**config.mk**
```make
export PLATFORM = sky130hd
export DESIGN_NAME = bf3_queue
export DESIGN_NICKNAME = d
export VERILOG_FILES = /design/src/rtl/bf3_pkg.sv /design/src/rtl/bf3_queue.sv
export SDC_FILE = /design/constraint.sdc
export NUM_CORES = 1
export LEC_CHECK = 0
export BUFFER_PORTS_ARGS = -buffer_cell sky130_fd_sc_hd__buf_4
export CAP_MARGIN = 10
export CORE_ASPECT_RATIO = 0.6
export CORE_MARGIN = 10
export CORE_UTILIZATION = 49
export DETAILED_ROUTE_END_ITERATION = 16
export PLACE_DENSITY = 0.79
export SLEW_MARGIN = 5
export SYNTH_ARGS = -nofsm -noshare
export SYNTH_HDL_FRONTEND = slang
export SYNTH_SLANG_ARGS = --single-unit
```
**constraint.sdc**
```tcl
create_clock -name clk -period 1.4 [get_ports clk]
set_clock_uncertainty 0.05 [all_clocks]
set_input_delay 0.07 -clock clk [delete_from_list [all_inputs] [get_ports clk]]
set_output_delay 0.07 -clock clk [all_outputs]
set_load 0.01 [all_outputs]
```
**src/rtl/bf3_pkg.sv**
```systemverilog
// ----------------------------------------------------------------------------
// bf3_pkg
// Shared constants, codes and types of the 3x3 RGB box filter.
// ----------------------------------------------------------------------------
package bf3_pkg;

  // Default sizes handed to the top level parameters.
  localparam int MAX_SIZE_DEF     = 512;
  localparam int CHANNEL_BITS_DEF = 16;

  // Fixed widths of the ports.
  localparam int PORT_W     = 16;
  localparam int CFG_W      = 10;
  localparam int CFG_DATA_W = 32;
  localparam int CFG_ADDR_W = 3;

  // Register map: the word index is paddr[CFG_ADDR_W-1:2].
  localparam logic [CFG_ADDR_W-3:0] REG_IMAGE_SIZE = '0;
  localparam logic [CFG_W-1:0]      IMAGE_SIZE_RST = 10'd512;

  // Depth of the queue between front and back.
  localparam int QUEUE_DEPTH = 4;

  // Input action codes.
  localparam logic ACT_PIXEL = 1'b0;
  localparam logic ACT_DRAIN = 1'b1;

  typedef enum logic {
    ITEM_PIXEL,
    ITEM_DRAIN
  } item_kind_t;

  typedef enum logic [1:0] {
    DIV_BY_4,
    DIV_BY_6,
    DIV_BY_9
  } div_sel_t;

  // Classification of one word, produced by the front and used by the back.
  typedef struct packed {
    item_kind_t kind;
    logic       row_top;   // output row is the top frame row
    logic       emit0;     // pixel gives its first result
    logic       emit1;     // pixel closes a row and gives a second result
    logic       col_full;  // first result spans three columns
    logic       row_end;   // pixel is the last one of its row
    logic       d_first;   // drain word for the left column
    logic       d_end;     // drain word for the right column
  } item_ctl_t;

endpackage

```
**src/rtl/bf3_queue.sv**
```systemverilog
// ----------------------------------------------------------------------------
// bf3_queue
// Small first-in first-out queue of classified words between the front and
// the back of the filter.
// ----------------------------------------------------------------------------
module bf3_queue #(
  parameter int  WIDTH = 8,
  parameter int  DEPTH = bf3_pkg::QUEUE_DEPTH,
  localparam int PTR_W = $clog2(DEPTH),
  localparam int CNT_W = $clog2(DEPTH + 1)
) (
  input  logic             clk,
  input  logic             rst_n,
  input  logic             push,
  input  logic [WIDTH-1:0] push_data,
  input  logic             pop,
  output logic [WIDTH-1:0] pop_data,
  output logic             empty,
  output logic [CNT_W-1:0] count
);

  logic [WIDTH-1:0] mem [DEPTH];
  logic [PTR_W-1:0] wr_ptr_r, wr_ptr_nxt;
  logic [PTR_W-1:0] rd_ptr_r, rd_ptr_nxt;
  logic [CNT_W-1:0] count_r, count_nxt;

  // Pointer and fill count update.
  always_comb begin
    wr_ptr_nxt = wr_ptr_r;
    rd_ptr_nxt = rd_ptr_r;
    count_nxt  = count_r;
    if (push) begin
      wr_ptr_nxt = (wr_ptr_r == PTR_W'(DEPTH - 1)) ? '0 : wr_ptr_r + 1'b1;
    end
    if (pop) begin
      rd_ptr_nxt = (rd_ptr_r == PTR_W'(DEPTH - 1)) ? '0 : rd_ptr_r + 1'b1;
    end
    if (push && !pop) begin
      count_nxt = count_r + 1'b1;
    end else if (pop && !push) begin
      count_nxt = count_r - 1'b1;
    end
  end

  always_ff @(posedge clk) begin
    if (!rst_n) begin
      wr_ptr_r <= '0;
      rd_ptr_r <= '0;
      count_r  <= '0;
    end else begin
      wr_ptr_r <= wr_ptr_nxt;
      rd_ptr_r <= rd_ptr_nxt;
      count_r  <= count_nxt;
    end
  end

  // Entry storage.
  always_ff @(posedge clk) begin
    if (push) begin
      mem[wr_ptr_r] <= push_data;
    end
  end

  assign pop_data = mem[rd_ptr_r];
  assign empty    = (count_r == '0);
  assign count    = count_r;

endmodule

```
# --- Yosys cells after proc, flatten, opt, wreduce, memory -nomap -nowiden ---
# Memory sizes are Yosys's and may differ from the RTL's. A register that Yosys moved wholly into a read port is not among the register bits.
# Cells that the tools add are included.
totals:
  regBits: 7
  mem_bits_rw: 32
  memories: 1
mem_list:
  columns: ["memory", "words", "word_bits", "read_ports", "rd_ports_with_merged_regs", "wr", "line_no", "source"]
  rows:
  - ["mem", 4, 8, 1, 1, 1, "bf3_queue.sv:22", "logic [WIDTH-1:0] mem [DEPTH];"]
op_classes:
  add_sub_neg: 4
  n_eq_ne: 2
  n_mux: 8
  n_reduce_logical: 6
op_table:
  columns: ["cell", "count"]
  rows:
  - ["$mux 2", 4]
  - ["$mux 3", 2]
  - ["$add 2x1->2 const B", 2]
  - ["$eq 2x2->1 const B", 2]
  - ["$add 3x1->3 const B", 1]
  - ["$logic_not 3->1", 1]
  - ["$sub 3x1->3 const B", 1]
  - ["$logic_and 1x1->1", 2]
  - ["$logic_not 1->1", 2]
  - ["$mux 1", 2]
  - ["$reduce_bool 2->1", 1]

# --- Logic depth before layout (Yosys ltp) ---
depth:
  word_depth: 4
  depth_mapped: 7

# --- Worst setup path before layout ---
# Ideal clock, no wire load.
synth_path:
  path_type: "register to register"
  from: "register count_r[0] (netlist: count[0])"
  to: "register count_r[2] (netlist: count[2])"
  setup_ps: 70
  arrival_time_ps: 1360
  required_time_ps: 1280
  setup_slack_ps: -80
  path_stages_with_launch: 5
  path_buffers: 0
  period_less_slack_ps: 1480
  cell_sequence: "dfxtp_1 -> fa_1 -> xor2_1 -> or3_1 -> a21boi_1"
synth_between:
  elab_chain_len: 3
  word_cells_on_any_way: 4
synth_rtl:
  columns: ["element", "line_no", "source"]
  rows:
  - ["from (decl)", "bf3_queue.sv:25", "logic [CNT_W-1:0] count_r, count_nxt;"]
  - ["from (signal assigned)", "bf3_queue.sv:53", "count_r <= count_nxt;"]
  - ["$sub 3x1->3", "bf3_queue.sv:41", "count_nxt = count_r - 1'b1;"]
  - ["$mux 3", "bf3_queue.sv:40", "end else if (pop && !push) begin"]
  - ["$mux 3 *", "bf3_queue.sv:38", "if (push && !pop) begin"]
# Mark *: on every way between the ends. The rest lies on a longest branch, timed or not. The select of a mux whose other input is x is not followed.
# A chain may end at the register's enable or synchronous reset.

==> results.md <==
Yosys:
- The net count of the mapped netlist is 104.
- The part of the Yosys area used for sequential elements is 71.0%.
- The count of flip-flops with a built-in enable after synthesis is 32.
- The share of async-settable or async-resettable flops after synthesis is 0%.
- The leading area contributor after synthesis is sky130_fd_sc_hd__edfxtp_1.
- The register bit count reported by yosys is 41.
- For this run, the number of Yosys warnings is 0.
- The most used flip-flop cell after synthesis is sky130_fd_sc_hd__edfxtp_1.
- The mapped netlist covers 1610 µm².
- In the synthesized netlist, the number of instances is 85.
- By area the synthesized netlist is led by sky130_fd_sc_hd__edfxtp_1, sky130_fd_sc_hd__dfxtp_1, sky130_fd_sc_hd__mux4_2, sky130_fd_sc_hd__ha_1, sky130_fd_sc_hd__mux2i_1.
- Synthesis instantiated 19 different standard cells from the library.
- A synthesized cell averages 18.9 µm².
- The portion of synthesized cell area occupied by the leading cell type is 59.8%.

Placed design:
- The setup slack at placement is -0.129 ns.
- The total placed cells including tap cells is 161.
- Once detailed placement completed, the half-perimeter wirelength came to 2200 µm.
- The placer's final routability congestion estimate is 0.758.
- The count of input and output buffers is 23.
- The placed instances occupy a cell area of 1980 µm².

STA:
- The final hold slack is 0.142 ns.
- The post-route fraction of the period consumed by the critical path is 111%.
- In this run the tightest slew margin relative to its limit is 90.0%.
- The number of endpoints with negative hold slack in the final report is 0.
- The upper clock frequency limit is 0.643 GHz.
- The minimum clock period is 1.56 ns.
- The count of final max-slew check failures is 0.
- The slew at the pin with the worst max-slew slack is 0.146 ns.
- Setup repair after global routing could not meet its margin everywhere.
- The minimum setup slack in the final design is -0.155 ns.
- The final number of setup-violating endpoints is 8.
- The sum of negative setup slack is -1.16 ns.

Setup path:
- The critical path contains buffers and inverters numbering 2 combined.
- Walking the worst path, the cells encountered are buf_12 -> mux4_2 -> buf_6.
- The number of cells on the worst reg-to-reg path is 4.
- On the critical path, the stage with the largest delay is an instance of sky130_fd_sc_hd__mux4_2.
- Along the worst path, the maximum fanout reaches 8.
- The worst setup slack for register-to-register paths is 0.02 ns.
- The launch instance of the worst register-to-register path is count[0].
- Data arrives at the worst endpoint at 1.44 ns.
- The required time of the critical path is 1.28 ns.
- The critical path is of the reg -> out type.
- The worst setup path is launched from a register.
- On the critical path the largest part of the delay comes from multiplexers.
- The highest cell delay on the worst timing path is 0.52 ns.
- The category of the worst setup path capture point is a primary output.
- The capture instance of the worst register-to-register path is count[2].

Clock network:
- The clock tree synthesis step divided the H-tree into 2 levels.
- The total CTS buffers is 5.
- Clock latency on the worst-skew pair, taken at its later pin, is 0.29 ns.
- The clock root buffer master is sky130_fd_sc_hd__clkbuf_8.
- The CTS tree is done.
- The buffer levels on the longest clock path is 2.
- Once the clock tree was built, the setup fixing pass inserted 0 buffers.
- After clock tree synthesis, the clock-pin slew on the worst setup and hold paths is 0.07 ns.
- The clock drives 41 sinks.

Finish:
- The filler cells instantiated in the layout total 198.
- The net total in the final layout is 154.
- With fillers left out, the area of the finished cells amounts to 2180 µm².
- The final standard cell count with taps included and fillers excluded is 178.
- Cells fill 72.8% of the core in the end.
- The most common cell after layout, fill and taps aside is sky130_fd_sc_hd__edfxtp_1.
- The number of antenna diodes in the final layout is 0.
- The post-route netlist has 39.7% of its cells at a drive strength greater than 1.
- The area added between synthesis and finish is 35.9%.
- The top cell types in the final layout, fill and taps aside, are sky130_fd_sc_hd__edfxtp_1, sky130_fd_sc_hd__buf_4, sky130_fd_sc_hd__dlygate4sd3_1, sky130_fd_sc_hd__mux4_2, sky130_fd_sc_hd__buf_6.

GRT:
- The number of global-route vias before repair is 980.
- The overall track demand over capacity in global routing is 10.9%.
- Global routing finished with a remaining overflow of 0.
- The number of antenna violations at the first check in global routing is 0.
- Entering global routing, the biggest net connects 13 pins.
- The first global-routing pass estimated 4890 µm of wire.

Detailed routing:
- The routed design has 3030 µm of wire.
- The final route contains 896 vias.
- After detailed routing, the number of vias per cell comes to 5.03.
- The number of detailed-route iterations in the first pass is 4.
- The detailed router's first-iteration violation count is 32.
- Dividing the detail-routed wire length by the instance count gives 17.0 µm.
- In this run the remaining antenna-violating nets after routing total 0.
- The remaining design rule violation count is 0.

Hold path:
- The worst-case hold path end point is wr_ptr_r[0].
- The path class of the lowest-slack min-delay path is in -> reg.
- The number of instances on the worst hold path is 4.
- In this run the most critical hold path is launched from push.

Floorplan:
- The area inside the core boundary is 3000 µm².
- The floorplan die area is 6050 µm².
- The starting utilization of the core area is 53.5%.
- The number of placed I/O pins is 24.
- From bottom edge to top edge, the die measures 64.4 µm.
- The floorplan has 15 rows.
- The die width is 94.0 µm.

Pwr:
- The power density over the cells is 1190 nW/µm².
- Overall power consumption after layout is estimated at 2.61 mW.
- The worst IR drop on VDD is 784 µV.
- For this design the static power due to leakage is 0.832 nW.

Outcome:
- The final reports fail on setup timing.
- The run finished, with violations left.

Run:
- The tool flagged a number of max-cap violations equal to 0.
[cell type report]
type	instances	area [µm²]	share of cell area, %
multi-input combinational	38	438	20.0
clock inverter	3	12.5	0.573
inverter	4	15.0	0.687
timing repair buffer	45	453	20.7
sequential	41	1140	52.4
clock buffer	5	68.8	3.15
tap	42	52.6	2.41
[sequential cells by signal (all words and copies together) (netlist names), named ones only]
signal / count
rd_ptr_r: 2
wr_ptr_r: 2
mem: 32
count: 3
[metal layers]
metal | wire length (µm) | global-route usage (%)
met2 | 1460 | 16.6
met5 | 0 | 0
met3 | 210 | 4.43
met4 | 70 | 6.23
met1 | 1290 | 12.8
[cell families after synthesis]
family	count (synthesis)	synth area share [%]
AO/OA/AOI/OAI	3	1.25
XOR/XNOR	2	1.09
adder cells (fa/ha/maj)	7	5.91
buffers and inverters	6	1.94
flip-flops	41	71.0
multiplexers	12	13.7
AND/OR/NAND/NOR	14	5.14
[synth_stat cells (all sizes together) (2+ instances only)]
| master | count |
|---|---|
| mux2i | 4 |
| edfxtp | 32 |
| nor2b | 5 |
| ha | 6 |
| dfxtp | 9 |
| inv | 4 |
| mux4 | 8 |
| and2 | 5 |
| nor3 | 2 |
[where the power goes]
group | total, mW | switching, mW | internal, mW | leakage, nW
Combinational | 0.473 | 0.195 | 0.278 | 0.420
Clock | 0.712 | 0.377 | 0.335 | 0.0430
Sequential | 1.42 | 0.0339 | 1.39 | 0.369
[how the worst max path moves through the flow]
stage / depth (start not counted) / end / startpoint
after global placement: 8 / count[2] / pop
after CTS: 3 / pop_data[7] / register
final: 3 / pop_data[7] / register
after floorplan: 4 / count[2] / count[0]
after detailed placement: 8 / count[2] / pop
after global routing: 3 / pop_data[7] / register
[timing repair]
item	4_1_cts	5_1_grt
endpoints found under the hold margin	35	0
resized for setup	10	0
setup endpoints to repair	9	9
pin swaps	2	1
hold buffers	9	0
[worst min-delay path, cell delays in order]
cell                      delay [ns]
sky130_fd_sc_hd__buf_4          0.09
sky130_fd_sc_hd__buf_4          0.13
sky130_fd_sc_hd__mux2i_1        0.07
sky130_fd_sc_hd__nor2b_1        0.10
Power figures use the tool's default switching activity.
