==> config.mk <==
export PLATFORM = sky130hd
export DESIGN_NAME = bf3_front
export DESIGN_NICKNAME = d
export VERILOG_FILES = /design/src/rtl/bf3_pkg.sv /design/src/rtl/bf3_front.sv
export SDC_FILE = /design/constraint.sdc
export NUM_CORES = 1
export LEC_CHECK = 0
export BUFFER_PORTS_ARGS = -buffer_cell sky130_fd_sc_hd__buf_2
export CORE_AREA = 2 2 177 179
export DETAILED_ROUTE_END_ITERATION = 6
export DIE_AREA = 0 0 179 181
export GPL_TIMING_DRIVEN = 0
export RECOVER_POWER = 50
export SLEW_MARGIN = 10
export SYNTH_ARGS = -nofsm -noshare
export SYNTH_HDL_FRONTEND = slang
export SYNTH_SLANG_ARGS = --single-unit
==> constraint.sdc <==
create_clock -name clk -period 5.74 [get_ports clk]
set_input_delay 0.287 -clock clk [delete_from_list [all_inputs] [get_ports clk]]
set_output_delay 0.287 -clock clk [all_outputs]
set_load 0.005 [all_outputs]
==> src/rtl/bf3_pkg.sv <==
// ----------------------------------------------------------------------------
// bf3_pkg
// Shared constants, codes and types of the 3x3 RGB box filter.
// ----------------------------------------------------------------------------
package bf3_pkg;

  // Default sizes handed to the top level parameters.
  localparam int MAX_SIZE_DEF     = 512;
  localparam int CHANNEL_BITS_DEF = 16;

  // Fixed widths of the ports.
  localparam int PORT_W     = 16;
  localparam int CFG_W      = 10;
  localparam int CFG_DATA_W = 32;
  localparam int CFG_ADDR_W = 3;

  // Register map: the word index is paddr[CFG_ADDR_W-1:2].
  localparam logic [CFG_ADDR_W-3:0] REG_IMAGE_SIZE = '0;
  localparam logic [CFG_W-1:0]      IMAGE_SIZE_RST = 10'd512;

  // Depth of the queue between front and back.
  localparam int QUEUE_DEPTH = 4;

  // Input action codes.
  localparam logic ACT_PIXEL = 1'b0;
  localparam logic ACT_DRAIN = 1'b1;

  typedef enum logic {
    ITEM_PIXEL,
    ITEM_DRAIN
  } item_kind_t;

  typedef enum logic [1:0] {
    DIV_BY_4,
    DIV_BY_6,
    DIV_BY_9
  } div_sel_t;

  // Classification of one word, produced by the front and used by the back.
  typedef struct packed {
    item_kind_t kind;
    logic       row_top;   // output row is the top frame row
    logic       emit0;     // pixel gives its first result
    logic       emit1;     // pixel closes a row and gives a second result
    logic       col_full;  // first result spans three columns
    logic       row_end;   // pixel is the last one of its row
    logic       d_first;   // drain word for the left column
    logic       d_end;     // drain word for the right column
  } item_ctl_t;

endpackage

==> src/rtl/bf3_front.sv <==
// ----------------------------------------------------------------------------
// bf3_front
// Accepts input words, tracks row, column and drain positions, drives the
// line memories and forms the column sums that go into the queue.
// ----------------------------------------------------------------------------
module bf3_front #(
  parameter int  MAX_SIZE     = bf3_pkg::MAX_SIZE_DEF,
  parameter int  CHANNEL_BITS = bf3_pkg::CHANNEL_BITS_DEF,
  localparam int POS_W        = $clog2(MAX_SIZE),
  localparam int COL_W        = CHANNEL_BITS + 2,
  localparam int CNT_W        = $clog2(bf3_pkg::QUEUE_DEPTH + 1)
) (
  input  logic                         clk,
  input  logic                         rst_n,
  // input channel
  input  logic                         in_valid,
  output logic                         in_stall,
  input  logic                         in_action,
  input  logic [bf3_pkg::PORT_W-1:0]   in_red,
  input  logic [bf3_pkg::PORT_W-1:0]   in_green,
  input  logic [bf3_pkg::PORT_W-1:0]   in_blue,
  // frame control
  input  logic                         restart,
  input  logic [POS_W-1:0]             frame_last,
  input  logic [CNT_W-1:0]             q_count,
  // line memories
  output logic                         mem_we,
  output logic                         mem_wbank,
  output logic [POS_W-1:0]             mem_waddr,
  output logic [2:0][CHANNEL_BITS-1:0] mem_wdata,
  output logic [POS_W-1:0]             mem_raddr_a,
  output logic [POS_W-1:0]             mem_raddr_b,
  input  logic [2:0][CHANNEL_BITS-1:0] rd0_a,
  input  logic [2:0][CHANNEL_BITS-1:0] rd0_b,
  input  logic [2:0][CHANNEL_BITS-1:0] rd1_a,
  input  logic [2:0][CHANNEL_BITS-1:0] rd1_b,
  // queue push side
  output logic                         push_vld,
  output bf3_pkg::item_ctl_t           push_ctl,
  output logic [2:0][COL_W-1:0]        push_sum_a,
  output logic [2:0][COL_W-1:0]        push_sum_b
);

  logic [POS_W-1:0] col_r, col_nxt;
  logic [POS_W-1:0] row_r, row_nxt;
  logic [POS_W-1:0] drn_r, drn_nxt;
  logic             pend_r, pend_nxt;
  logic             bank_r, bank_nxt;

  logic                         st_vld_r;
  bf3_pkg::item_ctl_t           st_ctl_r, ctl_nxt;
  logic [2:0][CHANNEL_BITS-1:0] st_cur_r, cur;
  logic                         st_bank_r;

  logic acc, is_pix, is_drn, row_end, d_end;

  // Only the low channel bits of a pixel are kept.
  assign cur = {in_red[CHANNEL_BITS-1:0], in_green[CHANNEL_BITS-1:0],
                in_blue[CHANNEL_BITS-1:0]};

  // The queue must hold every word in flight, including the one in the stage.
  assign in_stall = ({1'b0, q_count} + (CNT_W + 1)'(st_vld_r))
                    >= (CNT_W + 1)'(bf3_pkg::QUEUE_DEPTH);

  assign acc     = in_valid && !in_stall;
  assign is_pix  = (in_action == bf3_pkg::ACT_PIXEL) && !pend_r;
  assign is_drn  = (in_action == bf3_pkg::ACT_DRAIN) && pend_r;
  assign row_end = (col_r == frame_last);
  assign d_end   = (drn_r == frame_last);

  // Classification and position update.
  always_comb begin
    col_nxt  = col_r;
    row_nxt  = row_r;
    drn_nxt  = drn_r;
    pend_nxt = pend_r;
    bank_nxt = bank_r;
    ctl_nxt  = '0;
    ctl_nxt.kind = is_drn ? bf3_pkg::ITEM_DRAIN : bf3_pkg::ITEM_PIXEL;
    if (is_pix) begin
      ctl_nxt.row_top  = ((row_r >> 1) == '0);
      ctl_nxt.emit0    = (row_r != '0) && (col_r != '0);
      ctl_nxt.emit1    = (row_r != '0) && row_end;
      ctl_nxt.col_full = ((col_r >> 1) != '0);
      ctl_nxt.row_end  = row_end;
    end else begin
      ctl_nxt.d_first = (drn_r == '0);
      ctl_nxt.d_end   = d_end;
    end
    if (acc && is_pix) begin
      if (row_end) begin
        col_nxt  = '0;
        bank_nxt = !bank_r;
        if (row_r == frame_last) begin
          row_nxt  = '0;
          pend_nxt = 1'b1;
          drn_nxt  = '0;
        end else begin
          row_nxt = row_r + 1'b1;
        end
      end else begin
        col_nxt = col_r + 1'b1;
      end
    end else if (acc && is_drn) begin
      if (d_end) begin
        pend_nxt = 1'b0;
        drn_nxt  = '0;
      end else begin
        drn_nxt = drn_r + 1'b1;
      end
    end
  end

  // Position registers.
  always_ff @(posedge clk) begin
    if (!rst_n) begin
      col_r    <= '0;
      row_r    <= '0;
      drn_r    <= '0;
      pend_r   <= 1'b0;
      bank_r   <= 1'b0;
      st_vld_r <= 1'b0;
    end else if (restart) begin
      col_r    <= '0;
      row_r    <= '0;
      drn_r    <= '0;
      pend_r   <= 1'b0;
      st_vld_r <= 1'b0;
    end else begin
      col_r    <= col_nxt;
      row_r    <= row_nxt;
      drn_r    <= drn_nxt;
      pend_r   <= pend_nxt;
      bank_r   <= bank_nxt;
      st_vld_r <= acc && (is_pix || is_drn);
    end
  end

  // Stage payload, aligned with the registered memory read data.
  always_ff @(posedge clk) begin
    if (acc) begin
      st_ctl_r  <= ctl_nxt;
      st_cur_r  <= is_pix ? cur : '0;
      st_bank_r <= bank_r;
    end
  end

  // Memory access: a pixel reads its column and overwrites the upper row;
  // a drain word reads its own column and the one to its right.
  assign mem_we      = acc && is_pix;
  assign mem_wbank   = bank_r;
  assign mem_waddr   = col_r;
  assign mem_wdata   = cur;
  assign mem_raddr_a = pend_r ? drn_r + 1'b1 : col_r;
  assign mem_raddr_b = drn_r;

  // Column sums: upper (unless top row), middle and incoming pixel.
  always_comb begin
    for (int ch = 0; ch < 3; ch++) begin
      push_sum_a[ch] =
        COL_W'(st_ctl_r.row_top ? '0 : (st_bank_r ? rd1_a[ch] : rd0_a[ch]))
        + COL_W'(st_bank_r ? rd0_a[ch] : rd1_a[ch])
        + COL_W'(st_cur_r[ch]);
      push_sum_b[ch] = COL_W'(rd0_b[ch]) + COL_W'(rd1_b[ch]);
    end
  end

  assign push_vld = st_vld_r;
  assign push_ctl = st_ctl_r;

endmodule

# Word level (Yosys, flattened, before mapping)
# Cells that the tools add are included.
# totals
reg_bits	87
input_bits	257
output_inout_bits	195
wordCells	87
# classes
addsub	13
n_lt_le_gt_ge	1
n_eq_ne	5
muxes	23
n_bitwise	3
n_reduce_logical	24
# op_table
op	count
16-bit two-way mux	9
16-bit by 16-bit adder with 17-bit output	6
9-bit two-way mux	8
17-bit by 16-bit adder with 18-bit output	3
9-bit by 1-bit adder with 9-bit output (second input constant)	3
9-bit equality test	3
9-bit nonzero test	3
9-bit zero test	2
1-bit logical AND	8
1-bit two-way mux	6
3-bit AND reduction	2
3-bit by 1-bit adder with 4-bit output	1
4-bit by 3-bit >= comparator with 1-bit output (second input constant)	1
2-bit by 1-bit != test with 1-bit output (second input constant)	2
4-bit AND reduction	1
2-bit nonzero test	2
1-bit zero test	3
1-bit inverter	3
2-bit AND reduction	1
2-bit OR reduction	1
1-bit logical OR	1

# Longest topological paths before layout
# logic_depth
ltp_word	7
depth_mapped	15
mapped_depth_nobuf	13

# Least setup slack after synthesis
# No wires, ideal clock.
# synth_path
path_kind	reg-to-output
from	reg st_bank_r
to	out push_sum_a[33] in the netlist's numbering
arrival_time_ns	3.915
required_time_ns	5.453
setup_slack_ns	1.538
path_stages_with_launch	16
path_buffers	3
path_cell_list	edfxtp_1 > clkbuf_1 > buf_2 > buf_1 > mux2i_1 > nor2_1 > fa_1 > ha_1 > fa_1 > a21oi_1 > nor2b_1 > a311oi_1 > o2bb2ai_1 > o21ai_1 > o31ai_1 > xnor2_1
# synth_lines
element	line_no	text
start: declaration	bf3_front.sv:53	logic st_bank_r;
start signal: assignment	bf3_front.sv:144	st_bank_r <= bank_r;
end: declaration	bf3_front.sv:40	output logic [2:0][COL_W-1:0] push_sum_a,

==> results.cfg <==
[setup_path]
reg2reg_from = push_vld$_SDFF_PP0_
cp.required_ps = 5450
ff2ff_setup_slack_ps = 1390
end_kind = primary output
reg2reg_depth = 3
worstSetupPathType = register to primary output
cp.arrival_ps = 5050
crit_fanout = 10
r2r-end = st_cur_r[31]$_SDFFCE_PN0P_
critPathLaunchType = register
startpoint = push_ctl[6]$_SDFFCE_PN0P_

[global_route]
first_global_vias = 10100
antenna_found_initial = 9
grt-ovfl-total = 0
grtUsageTotal_pct = 21.1
grt_pass1_wl_mm = 53.3
grt_max_degree = 42

[route]
drt_pass1_iterations = 5
drc = 0
via_count = 10200
drtIter0Drc = 479
wirelength_mm = 35.1
wire_per_inst_um = 17.1
ant_nets = 0
vias_per_cell = 4.96

[job]
cap_violations = 1

[run_status]
outcome = finished with violations
failed_checks = capacitance limit, slew limit

[die]
die_width_um = 179
rows = 64
die_h_um = 181
dieArea_sq_um = 32400
core-area_sq_um = 30300
initial_utilization_pct = 35.3
io-pin-count = 452

[layout]
drive_gt1_share_pct = 30.4
final_common_cell = buf_2
num-fill-cells = 3080
design_area_sq_um = 13700
mostFrequentLayoutCells = 367 x buf_2, 104 x clkbuf_1, 101 x ha_1, 95 x nor2_1, 88 x a21oi_1
area_growth_syn_to_layout_pct = 27.5
nets = 2056

[place]
place.gp.congestion = 0.945
numPortBuffers = 448
dp_hpwl_mm = 29.6
dpl_cell_area_sq_um = 13500

[timing]
fin_setup_tns_ps = 0
fin_crit_ps = 5340
fmax_mhz = 187
worst_pin_slew_ps = 2690
hold_viol = 0
finClkSkew_ps = 8.88
slew_violations = 42
setup-violations-final = 0
finalCritPeriodShare_pct = 93.0
rsz0062_at_grt = no
slew_headroom_pct = -79.6

[yosys]
synth-async-reset-ratio_pct = 0
ys_warn_count = 0
synth_compound_area_share_pct = 13.5
synth_seq_cells = 87
ys_types = 59
synthXorXnorAreaFrac_pct = 10.2
synth_edf_count = 57
synth-main-ff-cell = edfxtp_1
syn-cell-area_sq_um = 10700
synthMuxAreaShare_pct = 9.36
synth.avg_cell_area_sq_um = 9.07
synth_top_family_by_area = adder cells
synthSimpleGateAreaFrac_pct = 15.7
synthCells = 1182
synth_seq_area_share_pct = 21.6
synth_fa_ha_area_share_pct = 21.9

[cts]
cts_tree = yes
cts.sinks = 87
clock-root-buffer = clkbuf_16
numCtsBuffers = 9
clk_latency_ps = 350
clk_pin_slew_ps = 80
cts_max_level = 3
clock_path_buffers = 2

[pwr]
vdd_drop_max_v = 0.0000966
leakage_uw = 0.00652
power.density_nw_per_um2 = 185

[worst_hold_path]
worstHoldPathCells = 2
min-delay-path-class = input port to register
hp-start = rst_n
worstHoldEndpoint = mem_wbank$_SDFFE_PN0P_
[sequential cells by signal (all words and copies together) (netlist names)]
name,cells
pend_r,1
st_bank_r,1
push_ctl,8
push_vld,1
mem_wbank,1
st_cur_r,48
row_r,9
mem_raddr_b,9
mem_waddr,9
[cell usage after synthesis, types with 2 or more instances]
cell type  number  share of area (%)
clkbuf_1       21               0.74
buf_1           9               0.32
o21ai_0        40                1.9
and2_1         55                3.2
o41a_1          3               0.32
a32o_1          2               0.19
and4_1          2               0.16
xor2_1         47                3.8
nor4_1          7               0.41
mux2_2         34                3.6
a31o_2          2               0.16
nand3_1        18               0.84
a21oi_1        88                4.1
xnor2_1        78                6.4
buf_4          52                3.6
nand2_1        35                1.2
mux2i_1        62                5.8
dfxtp_1        30                5.6
inv_1          84                2.9
and3_1         12               0.70
a21boi_0        5               0.35
a31oi_1         6               0.35
a311oi_1        2               0.16
nand4_1        12               0.70
o31ai_1         4               0.28
o31a_1          4               0.33
nor2_1         95                3.3
buf_2           3               0.14
o211ai_1        4               0.28
fa_1           54                 10
a211oi_1        7               0.49
nand2b_1        8               0.47
edfxtp_1       57                 16
or4_1           4               0.28
nand3b_1        9               0.63
o21bai_1       11               0.77
o21a_1         11               0.77
nor3_1         19               0.89
or3_1           2               0.12
o21ai_1         2              0.093
a21o_1         27                1.9
ha_1          101                 12
or2_2          19                1.1
nor2b_1        20                1.2
[timing repair]
item                                    4_1_cts  5_1_grt
buffers inserted                              0        0
endpoints found under the setup margin        2        6
pin swaps                                     0        0
resized for setup                             2       12
hold buffers                                  0        0
[cells by family after synthesis]
| family | count (synthesis) |
|---|---|
| and+or+nand+nor | 321 |
| AOI/OAI and AO/OA | 228 |
| buffers and inverters | 169 |
| adders and majority gates | 155 |
| xor gates and xnor gates | 125 |
| muxes | 96 |
| DFF | 87 |
| other | 1 |
[stage by stage]
stage	total power [uW]	setup WS, ps	util (%)	hold WS (ps)	std cells
finish	2530	403	45.0	207	2052
global route	2720	70.7	45.0	211	2047
CTS	2570	147	45.4	186	2045
detailed placement	1960	307	44.5	537	2029
global placement	1950	297	44.4	534	2028
floorplan	1450	1540	-	409	1184
[final cells by class]
cell class | count | area (sq um) | share of cell area, %
inverter | 84 | 315 | 2.31
buffer | 85 | 532 | 3.89
tap | 396 | 495 | 3.62
antenna | 7 | 17.5 | 0.128
clock buffer | 10 | 239 | 1.75
clock inverter | 6 | 51.3 | 0.375
sequential | 87 | 2310 | 16.9
timing repair buffer | 449 | 2140 | 15.7
multi-input combinational | 928 | 7570 | 55.3
[worst max-delay path, stage by stage (launching register included)]
cell	delay, ps
edfxtp_1	500
clkbuf_1	500
clkbuf_1	550
nor2_1	140
fa_1	430
ha_1	270
fa_1	460
a21oi_1	270
o211ai_1	220
a31oi_1	290
nor2b_1	80
o21ai_0	300
a21boi_0	180
o41a_1	360
buf_2	140
[routing by layer]
metal  up-vias  GRT usage (%)  routed length, um  share of wire (%)
met5         -              0                 20              0.057
met4         4           4.36                539                1.5
met3        34           4.34               2490                7.1
met2       332           37.9              17300                 49
met1      4798           25.7              14800                 42
li1       5000              -                  -                  -
[power breakdown]
group          switching [uW]  leakage (uW)  total (uW)  internal [uW]
clock                     287      0.000142         600            313
combinational             650       0.00556        1240            594
sequential               6.50      0.000818         689            682
total                     944       0.00652        2530           1590
[worst max-delay path by stage]
stage	endpoint	cells after the start
2_1_floorplan	push_sum_a[33]	15
5_1_grt	push_sum_a[35]	16
3_3_place_gp	push_sum_a[35]	16
4_1_cts	push_sum_a[53]	16
6_report	push_sum_a[53]	14
3_5_place_dp	push_sum_a[35]	16
Note: power is estimated with default switching activity, not from simulation.
