--- src/rtl/bf3_pkg.sv ---
// ----------------------------------------------------------------------------
// bf3_pkg
// Shared constants, codes and types of the 3x3 RGB box filter.
// ----------------------------------------------------------------------------
package bf3_pkg;

  // Default sizes handed to the top level parameters.
  localparam int MAX_SIZE_DEF     = 512;
  localparam int CHANNEL_BITS_DEF = 16;

  // Fixed widths of the ports.
  localparam int PORT_W     = 16;
  localparam int CFG_W      = 10;
  localparam int CFG_DATA_W = 32;
  localparam int CFG_ADDR_W = 3;

  // Register map: the word index is paddr[CFG_ADDR_W-1:2].
  localparam logic [CFG_ADDR_W-3:0] REG_IMAGE_SIZE = '0;
  localparam logic [CFG_W-1:0]      IMAGE_SIZE_RST = 10'd512;

  // Depth of the queue between front and back.
  localparam int QUEUE_DEPTH = 4;

  // Input action codes.
  localparam logic ACT_PIXEL = 1'b0;
  localparam logic ACT_DRAIN = 1'b1;

  typedef enum logic {
    ITEM_PIXEL,
    ITEM_DRAIN
  } item_kind_t;

  typedef enum logic [1:0] {
    DIV_BY_4,
    DIV_BY_6,
    DIV_BY_9
  } div_sel_t;

  // Classification of one word, produced by the front and used by the back.
  typedef struct packed {
    item_kind_t kind;
    logic       row_top;   // output row is the top frame row
    logic       emit0;     // pixel gives its first result
    logic       emit1;     // pixel closes a row and gives a second result
    logic       col_full;  // first result spans three columns
    logic       row_end;   // pixel is the last one of its row
    logic       d_first;   // drain word for the left column
    logic       d_end;     // drain word for the right column
  } item_ctl_t;

endpackage

--- src/rtl/bf3_back.sv ---
// ----------------------------------------------------------------------------
// bf3_back
// Takes classified words from the queue, keeps the column sums of the
// window, builds the neighbourhood sums and divides them by 4, 6 or 9.
// ----------------------------------------------------------------------------
module bf3_back #(
  parameter int  CHANNEL_BITS = bf3_pkg::CHANNEL_BITS_DEF,
  localparam int COL_W        = CHANNEL_BITS + 2,
  localparam int SUM_W        = CHANNEL_BITS + 4
) (
  input  logic                       clk,
  input  logic                       rst_n,
  // queue pop side
  input  logic                       q_empty,
  input  bf3_pkg::item_ctl_t         q_ctl,
  input  logic [2:0][COL_W-1:0]      q_sum_a,
  input  logic [2:0][COL_W-1:0]      q_sum_b,
  output logic                       q_pop,
  // result channel
  output logic                       out_valid,
  input  logic                       out_stall,
  output logic [bf3_pkg::PORT_W-1:0] out_red,
  output logic [bf3_pkg::PORT_W-1:0] out_green,
  output logic [bf3_pkg::PORT_W-1:0] out_blue,
  output logic                       out_run_last,
  output logic                       out_frame_end
);

  // Reciprocals, exact for every sum below 2**SUM_W.
  localparam int     RECIP_K = SUM_W + 4;
  localparam int     MUL_W   = RECIP_K - 2;
  localparam int     PROD_W  = SUM_W + MUL_W;
  localparam longint M6      = ((longint'(1) << RECIP_K) + 5) / 6;
  localparam longint M9      = ((longint'(1) << RECIP_K) + 8) / 9;
  localparam logic [MUL_W-1:0] RECIP_6 = MUL_W'(M6);
  localparam logic [MUL_W-1:0] RECIP_9 = MUL_W'(M9);

  logic adv;

  // Window column sums and drain history.
  logic [2:0][COL_W-1:0] cs1_r, cs1_nxt;
  logic [2:0][COL_W-1:0] cs2_r, cs2_nxt;
  logic [2:0][COL_W-1:0] prev_r, prev_nxt;
  logic                  pend1_r, pend1_nxt;
  logic                  top1_r, top1_nxt;

  // Sum stage.
  logic                  w_vld_r, w_vld_nxt;
  logic [2:0][SUM_W-1:0] w_sum_r, w_sum_nxt;
  bf3_pkg::div_sel_t     w_div_r, w_div_nxt;
  logic                  w_last_r, w_last_nxt;
  logic                  w_fend_r, w_fend_nxt;

  // Output register.
  logic                              out_vld_r;
  logic [2:0][bf3_pkg::PORT_W-1:0]   out_px_r;
  logic                              out_last_r;
  logic                              out_fend_r;

  logic [PROD_W-1:0]            prod6 [3];
  logic [PROD_W-1:0]            prod9 [3];
  logic [2:0][CHANNEL_BITS-1:0] quot;

  // The whole back advances when the output register can take a word.
  assign adv   = !out_vld_r || !out_stall;
  assign q_pop = adv && !pend1_r && !q_empty;

  // Window update and neighbourhood sum.
  always_comb begin
    w_vld_nxt  = 1'b0;
    w_sum_nxt  = w_sum_r;
    w_div_nxt  = w_div_r;
    w_last_nxt = w_last_r;
    w_fend_nxt = w_fend_r;
    cs1_nxt    = cs1_r;
    cs2_nxt    = cs2_r;
    prev_nxt   = prev_r;
    pend1_nxt  = pend1_r;
    top1_nxt   = top1_r;
    if (pend1_r) begin
      // Second result at row end: the two rightmost columns.
      w_vld_nxt = 1'b1;
      for (int ch = 0; ch < 3; ch++) begin
        w_sum_nxt[ch] = SUM_W'(cs1_r[ch]) + SUM_W'(cs2_r[ch]);
      end
      w_div_nxt  = top1_r ? bf3_pkg::DIV_BY_4 : bf3_pkg::DIV_BY_6;
      w_last_nxt = 1'b1;
      w_fend_nxt = 1'b0;
      pend1_nxt  = 1'b0;
    end else if (!q_empty) begin
      unique case (q_ctl.kind)
        bf3_pkg::ITEM_PIXEL: begin
          w_vld_nxt = q_ctl.emit0;
          for (int ch = 0; ch < 3; ch++) begin
            w_sum_nxt[ch] = SUM_W'(q_sum_a[ch]) + SUM_W'(cs2_r[ch])
                            + SUM_W'(q_ctl.col_full ? cs1_r[ch] : '0);
          end
          unique case ({q_ctl.col_full, q_ctl.row_top})
            2'b10:   w_div_nxt = bf3_pkg::DIV_BY_9;
            2'b01:   w_div_nxt = bf3_pkg::DIV_BY_4;
            default: w_div_nxt = bf3_pkg::DIV_BY_6;
          endcase
          w_last_nxt = !q_ctl.row_end;
          w_fend_nxt = 1'b0;
          cs1_nxt    = cs2_r;
          cs2_nxt    = q_sum_a;
          pend1_nxt  = q_ctl.emit1;
          top1_nxt   = q_ctl.row_top;
        end
        bf3_pkg::ITEM_DRAIN: begin
          // Bottom row: previous, own and right column of the last two rows.
          w_vld_nxt = 1'b1;
          for (int ch = 0; ch < 3; ch++) begin
            w_sum_nxt[ch] = SUM_W'(q_sum_b[ch])
                            + SUM_W'(q_ctl.d_first ? '0 : prev_r[ch])
                            + SUM_W'(q_ctl.d_end ? '0 : q_sum_a[ch]);
          end
          w_div_nxt  = (q_ctl.d_first || q_ctl.d_end) ? bf3_pkg::DIV_BY_4
                                                      : bf3_pkg::DIV_BY_6;
          w_last_nxt = 1'b1;
          w_fend_nxt = q_ctl.d_end;
          prev_nxt   = q_sum_b;
        end
      endcase
    end
  end

  // Division by reciprocal multiplication.
  always_comb begin
    for (int ch = 0; ch < 3; ch++) begin
      prod6[ch] = PROD_W'(w_sum_r[ch]) * PROD_W'(RECIP_6);
      prod9[ch] = PROD_W'(w_sum_r[ch]) * PROD_W'(RECIP_9);
      unique case (w_div_r)
        bf3_pkg::DIV_BY_4: quot[ch] = w_sum_r[ch][2 +: CHANNEL_BITS];
        bf3_pkg::DIV_BY_6: quot[ch] = prod6[ch][RECIP_K +: CHANNEL_BITS];
        bf3_pkg::DIV_BY_9: quot[ch] = prod9[ch][RECIP_K +: CHANNEL_BITS];
        default:           quot[ch] = '0;
      endcase
    end
  end

  // Control registers.
  always_ff @(posedge clk) begin
    if (!rst_n) begin
      w_vld_r   <= 1'b0;
      pend1_r   <= 1'b0;
      out_vld_r <= 1'b0;
    end else if (adv) begin
      w_vld_r   <= w_vld_nxt;
      pend1_r   <= pend1_nxt;
      out_vld_r <= w_vld_r;
    end
  end

  // Payload registers.
  always_ff @(posedge clk) begin
    if (adv) begin
      cs1_r    <= cs1_nxt;
      cs2_r    <= cs2_nxt;
      prev_r   <= prev_nxt;
      top1_r   <= top1_nxt;
      w_sum_r  <= w_sum_nxt;
      w_div_r  <= w_div_nxt;
      w_last_r <= w_last_nxt;
      w_fend_r <= w_fend_nxt;
      for (int ch = 0; ch < 3; ch++) begin
        out_px_r[ch] <= bf3_pkg::PORT_W'(quot[ch]);
      end
      out_last_r <= w_last_r;
      out_fend_r <= w_fend_r;
    end
  end

  assign out_valid     = out_vld_r;
  assign out_red       = out_px_r[2];
  assign out_green     = out_px_r[1];
  assign out_blue      = out_px_r[0];
  assign out_run_last  = out_last_r;
  assign out_frame_end = out_fend_r;

endmodule

--- config.mk ---
export PLATFORM = sky130hd
export DESIGN_NAME = bf3_back
export DESIGN_NICKNAME = d
export VERILOG_FILES = /design/src/rtl/bf3_pkg.sv /design/src/rtl/bf3_back.sv
export SDC_FILE = /design/constraint.sdc
export NUM_CORES = 2
export LEC_CHECK = 0
export ABC_CLOCK_PERIOD_IN_PS = 15600
export BUFFER_PORTS_ARGS = -buffer_cell sky130_fd_sc_hd__buf_2
export CORE_UTILIZATION = 50
export CTS_CLUSTER_SIZE = 25
export DETAILED_ROUTE_END_ITERATION = 6
export GPL_TIMING_DRIVEN = 1
export PLACE_DENSITY_LB_ADDON = 0.12
export SLEW_MARGIN = 40
export SYNTH_ARGS = -nofsm -noshare
export SYNTH_HDL_FRONTEND = slang
export SYNTH_SLANG_ARGS = --single-unit
export TNS_END_PERCENT = 30
--- constraint.sdc ---
create_clock -name clk -period 15.6 [get_ports clk]
set_input_delay 3.12 -clock clk [delete_from_list [all_inputs] [get_ports clk]]
set_output_delay 3.12 -clock clk [all_outputs]
set_load 0.01 [all_outputs]
-- Word level (Yosys, flattened, before mapping)
Cells that the tools add are included.
- word-level logic and storage cells: 97
- flip-flop bits (word level): 280
- output and inout bits: 52
- input port bits: 120
- reductions and logical operators: 13
- $mul: 6
- multiplexer cells: 31
- equality and inequality tests: 5
- bitwise operators: 3
- add/sub/neg operators: 15
- operator list (kind ; count):
    18-bit by 18-bit adder with 19-bit output ; 9
    18-bit 2-to-1 mux ; 9
    16-bit case mux with 3 select lines ; 3
    19-bit by 18-bit adder with 20-bit output ; 6
    20-bit by 22-bit multiplier with 40-bit output, second input constant ; 3
    60-bit 2-to-1 mux ; 2
    60-bit case mux with 2 select lines ; 1
    20-bit by 18-bit multiplier with 37-bit output, second input constant ; 3
    1-bit 2-to-1 mux ; 9
    2-bit case mux with 2 select lines ; 2
    4-bit AND reduction ; 2
    1-bit case mux with 2 select lines ; 3
    1-bit logical NOT ; 5
    2-bit by 1-bit equality test with 1-bit output, second input constant ; 2
    2-bit equality test, second input constant ; 2
    2-bit 2-to-1 mux ; 2
    1-bit inverter ; 3
    1-bit logical AND ; 2
    2-bit logical NOT ; 1
    1-bit logical OR ; 2
    2-bit by 1-bit inequality test with 1-bit output, second input constant ; 1
    2-bit AND reduction ; 1

-- Depth between registers and ports, before layout
- word-level depth: 6
- depth in mapped cells: 25
- depth with buffers taken out: 25

-- Worst setup path before layout
Ideal clock, no wire load.
- path type: input to register
- start: input port out_stall
- end: register cs1_r[0] in the netlist's numbering (enable)
- data required time: 14.753 ns
- cell stages on the path: 3
- data arrival time: 13.765 ns
- slack: 0.989 ns
- setup time: 0.847 ns
- buffers on the path: 1
- path through: and2_1 -> clkbuf_1 -> nor4_1
- longest elaborated chain between the ends: 3
- RTL lines (item ; line ; RTL):
    start: declaration ; bf3_back.sv:21 ; input logic out_stall,
    1-bit logical NOT ; bf3_back.sv:65 ; assign adv = !out_vld_r || !out_stall;
    1-bit logical OR ; bf3_back.sv:65 ;
    4-bit AND reduction (no line) ; -- ;
    end signal: assignment ; bf3_back.sv:158 ; cs1_r <= cs1_nxt;
    end: declaration ; bf3_back.sv:41 ; logic [2:0][COL_W-1:0] cs1_r, cs1_nxt;
No other way between the ends.
A chain may end at the register's enable or synchronous reset.

==> reports/results.ini <==
[routing]
vias_per_cell = 5.369
num_vias = 34620
routed_wl_um = 127200
antenna_left = 0
drtIter0Drc = 1775
avgRoutedWirePerCell_um = 19.73
drcViolationCount = 0
first_pass_iters = 5

[sta]
maxSlewViolCount = 0
timing.final.crit_share_pct = 46.81
skew_ns = 0.03349
min_period_ns = 7.303
setup_viol = 0
fin_tns_setup_ns = 0
hold_viol = 0
fmax_mhz = 136.9
max-slew-margin-rel_pct = 41.54
rsz0062_at_grt = no
worstMarginPinSlew_ns = 0.8737

[synthesis]
synth_top_area_share_pct = 28.48
yosysTopAreaCell = fa_1
synth_fp_nets = 6757
synthesis.area_um2 = 51250
ys_ff_latch = 280
ys_types = 84
synth_warnings = 0
synthCells = 4863
seq_area_frac_synth_pct = 16.35
netlist_top_cells_area = fa_1 28%, ha_1 26%, edfxtp_1 16%, inv_1 7.2%, xnor2_1 2.7%
async_flop_share_pct = 0
synth_ff_type = edfxtp_1
synth.avg_cell_area_um2 = 10.54
synth_edf_count = 277

[die]
rows = 117
die_h_um = 322.1
die_w_um = 322.1
io_pins = 172
core_area_um2 = 101700
dieArea_um2 = 103800
initial_core_util_pct = 50.37

[clock_tree]
holdBufCountCts = 0
cts_root_buffer = clkbuf_16
cts_tree = yes
cts-resized-gates = 0
cts_buffers = 39
post_cts_buffers = 0
clockBufferDepth = 3
clk_pin_slew_ns = 0.06
clk_latency_ns = 0.60
cts_sinks = 280
htreeDepth = 2

[global_route]
overflow = 0
grt_max_degree = 75
antenna_found_initial = 11
grt_pass1_wl_um = 203300
grt_pass1_vias = 36480
track_usage_pct = 25.37

[worst_setup_path]
start_kind = flop
critPathCaptureType = flop
worstSetupPathType = flop to flop
critical_path.most_common_cell = inv_1
rr_endpoint = out_green[14]
slowest_stage = edfxtp_1
r2r_cells = 23
slowest_delay_ns = 0.67
worstReg2RegStart = w_sum_r[34]
path_max_fanout = 8
required_ns = 15.92
crit_chain = ha_1 -> inv_1 -> fa_1 -> inv_1 -> fa_1 -> inv_1 -> fa_1 -> inv_1 -> fa_1 -> inv_1 -> fa_1 -> inv_1 -> ha_1 -> ha_1 -> and4_1 -> a221o_1 -> or3_1 -> a31oi_1 -> o31ai_2 -> a221o_1 -> a21oi_1 -> xor2_1 -> o22ai_1
r2r_slack_ns = 8.30
worstPathArrival_ns = 7.63

[placed_design]
gp_congestion = 0.9360
io_buffers = 171
dp_hpwl_um = 107200

[min_path]
min_from = w_last_r
hold_end = out_run_last
worst_hold_path_type = flop to flop
hold_depth = 0

[run]
maxCapViolCount = 0

[final_layout]
drive_gt1_share_pct = 6.265
fillCellCount = 9047
final_cell_mix = 1045 x ha_1, 988 x inv_1, 729 x fa_1
mostFrequentLayoutCell = ha_1
area_growth_pct = 7.805
nets = 6940

[outcome]
status = complete, no violations

[area by class of cell]
type | count | area, um2 | share of cell area (%)
multi-input combinational | 3526 | 38950 | 70.51
sequential | 280 | 8382 | 15.17
inverter | 992 | 3724 | 6.740
tap | 1368 | 1712 | 3.098
timing repair buffer | 207 | 1164 | 2.106
clock buffer | 51 | 1041 | 1.884
clock inverter | 20 | 261.5 | 0.4733
antenna | 4 | 10.01 | 0.01812
[logic make-up after synthesis]
kind of cell / count (synthesis) / share of synthesized area [%]
mux: 45 / 0.8911
xor+xnor: 247 / 4.221
compound gates: 736 / 9.563
simple gates: 724 / 7.239
flops: 280 / 16.35
fa+ha+maj: 1774 / 53.99
buf+inv: 1057 / 7.745
[synthesized netlist by cell type, types with 8 or more instances]
master / n
buf_1: 10
a31o_2: 14
inv_1: 989
a211oi_1: 42
clkbuf_1: 54
and2_1: 62
nand2b_1: 31
a21oi_1: 204
o21bai_1: 18
nand4_1: 13
nand2_1: 155
a221o_1: 9
or3_1: 20
and3_1: 23
nor2_1: 152
a311oi_1: 11
a211o_1: 8
fa_1: 729
a31oi_1: 30
o41ai_1: 8
a21o_1: 76
nor2b_1: 145
nand3_1: 39
o21a_1: 33
xnor2_1: 160
o21ai_0: 123
a21boi_0: 12
mux2i_1: 40
xor2_1: 87
ha_1: 1045
a22oi_1: 14
o211ai_1: 21
edfxtp_1: 277
o22ai_1: 30
o31ai_1: 11
nor3_1: 49
[how the worst max path moves through the flow]
stage / start / to / slack (ns)
after CTS: w_sum_r[34] / out_green[14] / 8.18
after detailed placement: q_ctl[0] / w_sum_r[36] / 7.86
after global placement: q_ctl[3] / w_sum_r[36] / 7.93
after global routing: w_sum_r[17] / out_blue[13] / 7.94
final: w_sum_r[34] / out_green[14] / 8.30
after floorplan: out_stall / cs1_r[0] / 0.99
[state kept, by name, indices dropped and copies added (netlist names)]
signal         cells
w_sum_r           60
cs1_r             54
cs2_r             54
prev_r            54
out_blue          16
out_green         16
out_red           16
w_div_r            2
out_frame_end      1
out_run_last       1
out_valid          1
pend1_r            1
top1_r             1
w_fend_r           1
w_last_r           1
w_vld_r            1
[worst max-delay path, delay by kind of cell, from the launching register on]
kind	cells	cell delay (ns)
AND/OR/NAND/NOR	2	0.53
XOR/XNOR	1	0.20
adder cells (fa/ha/maj)	8	3.70
AO/OA/AOI/OAI	6	1.48
buffers and inverters	6	0.42
flip-flops	1	0.67
[per-layer routing]
metal | share of wire, % | global-route usage, % | vias up
li1 | - | - | 16670
met4 | 1.6 | 4.381 | 6
met5 | 0.032 | 0 | -
met3 | 4.5 | 2.650 | 126
met1 | 49 | 37.36 | 17130
met2 | 45 | 40.85 | 688
[per-stage QoR]
stage / area (um2) / std cells / hold WS [ns] / util, % / setup WS [ns]
after floorplan: 51250 / 4863 / 0.4003 / - / 0.9885
after CTS: 55220 / 6444 / 0.4254 / 54.27 / 8.185
after detailed placement: 53910 / 6373 / 0.4102 / 52.99 / 7.863
after global placement: 53860 / 6371 / 0.4079 / 52.93 / 7.926
final: 55250 / 6448 / 0.4233 / 54.30 / 8.297
after global routing: 55240 / 6445 / 0.4517 / 54.29 / 7.939
Power is left out: the tool's default activity adds up to more than one toggle a clock period on the data nets, which glitch-free logic cannot reach.
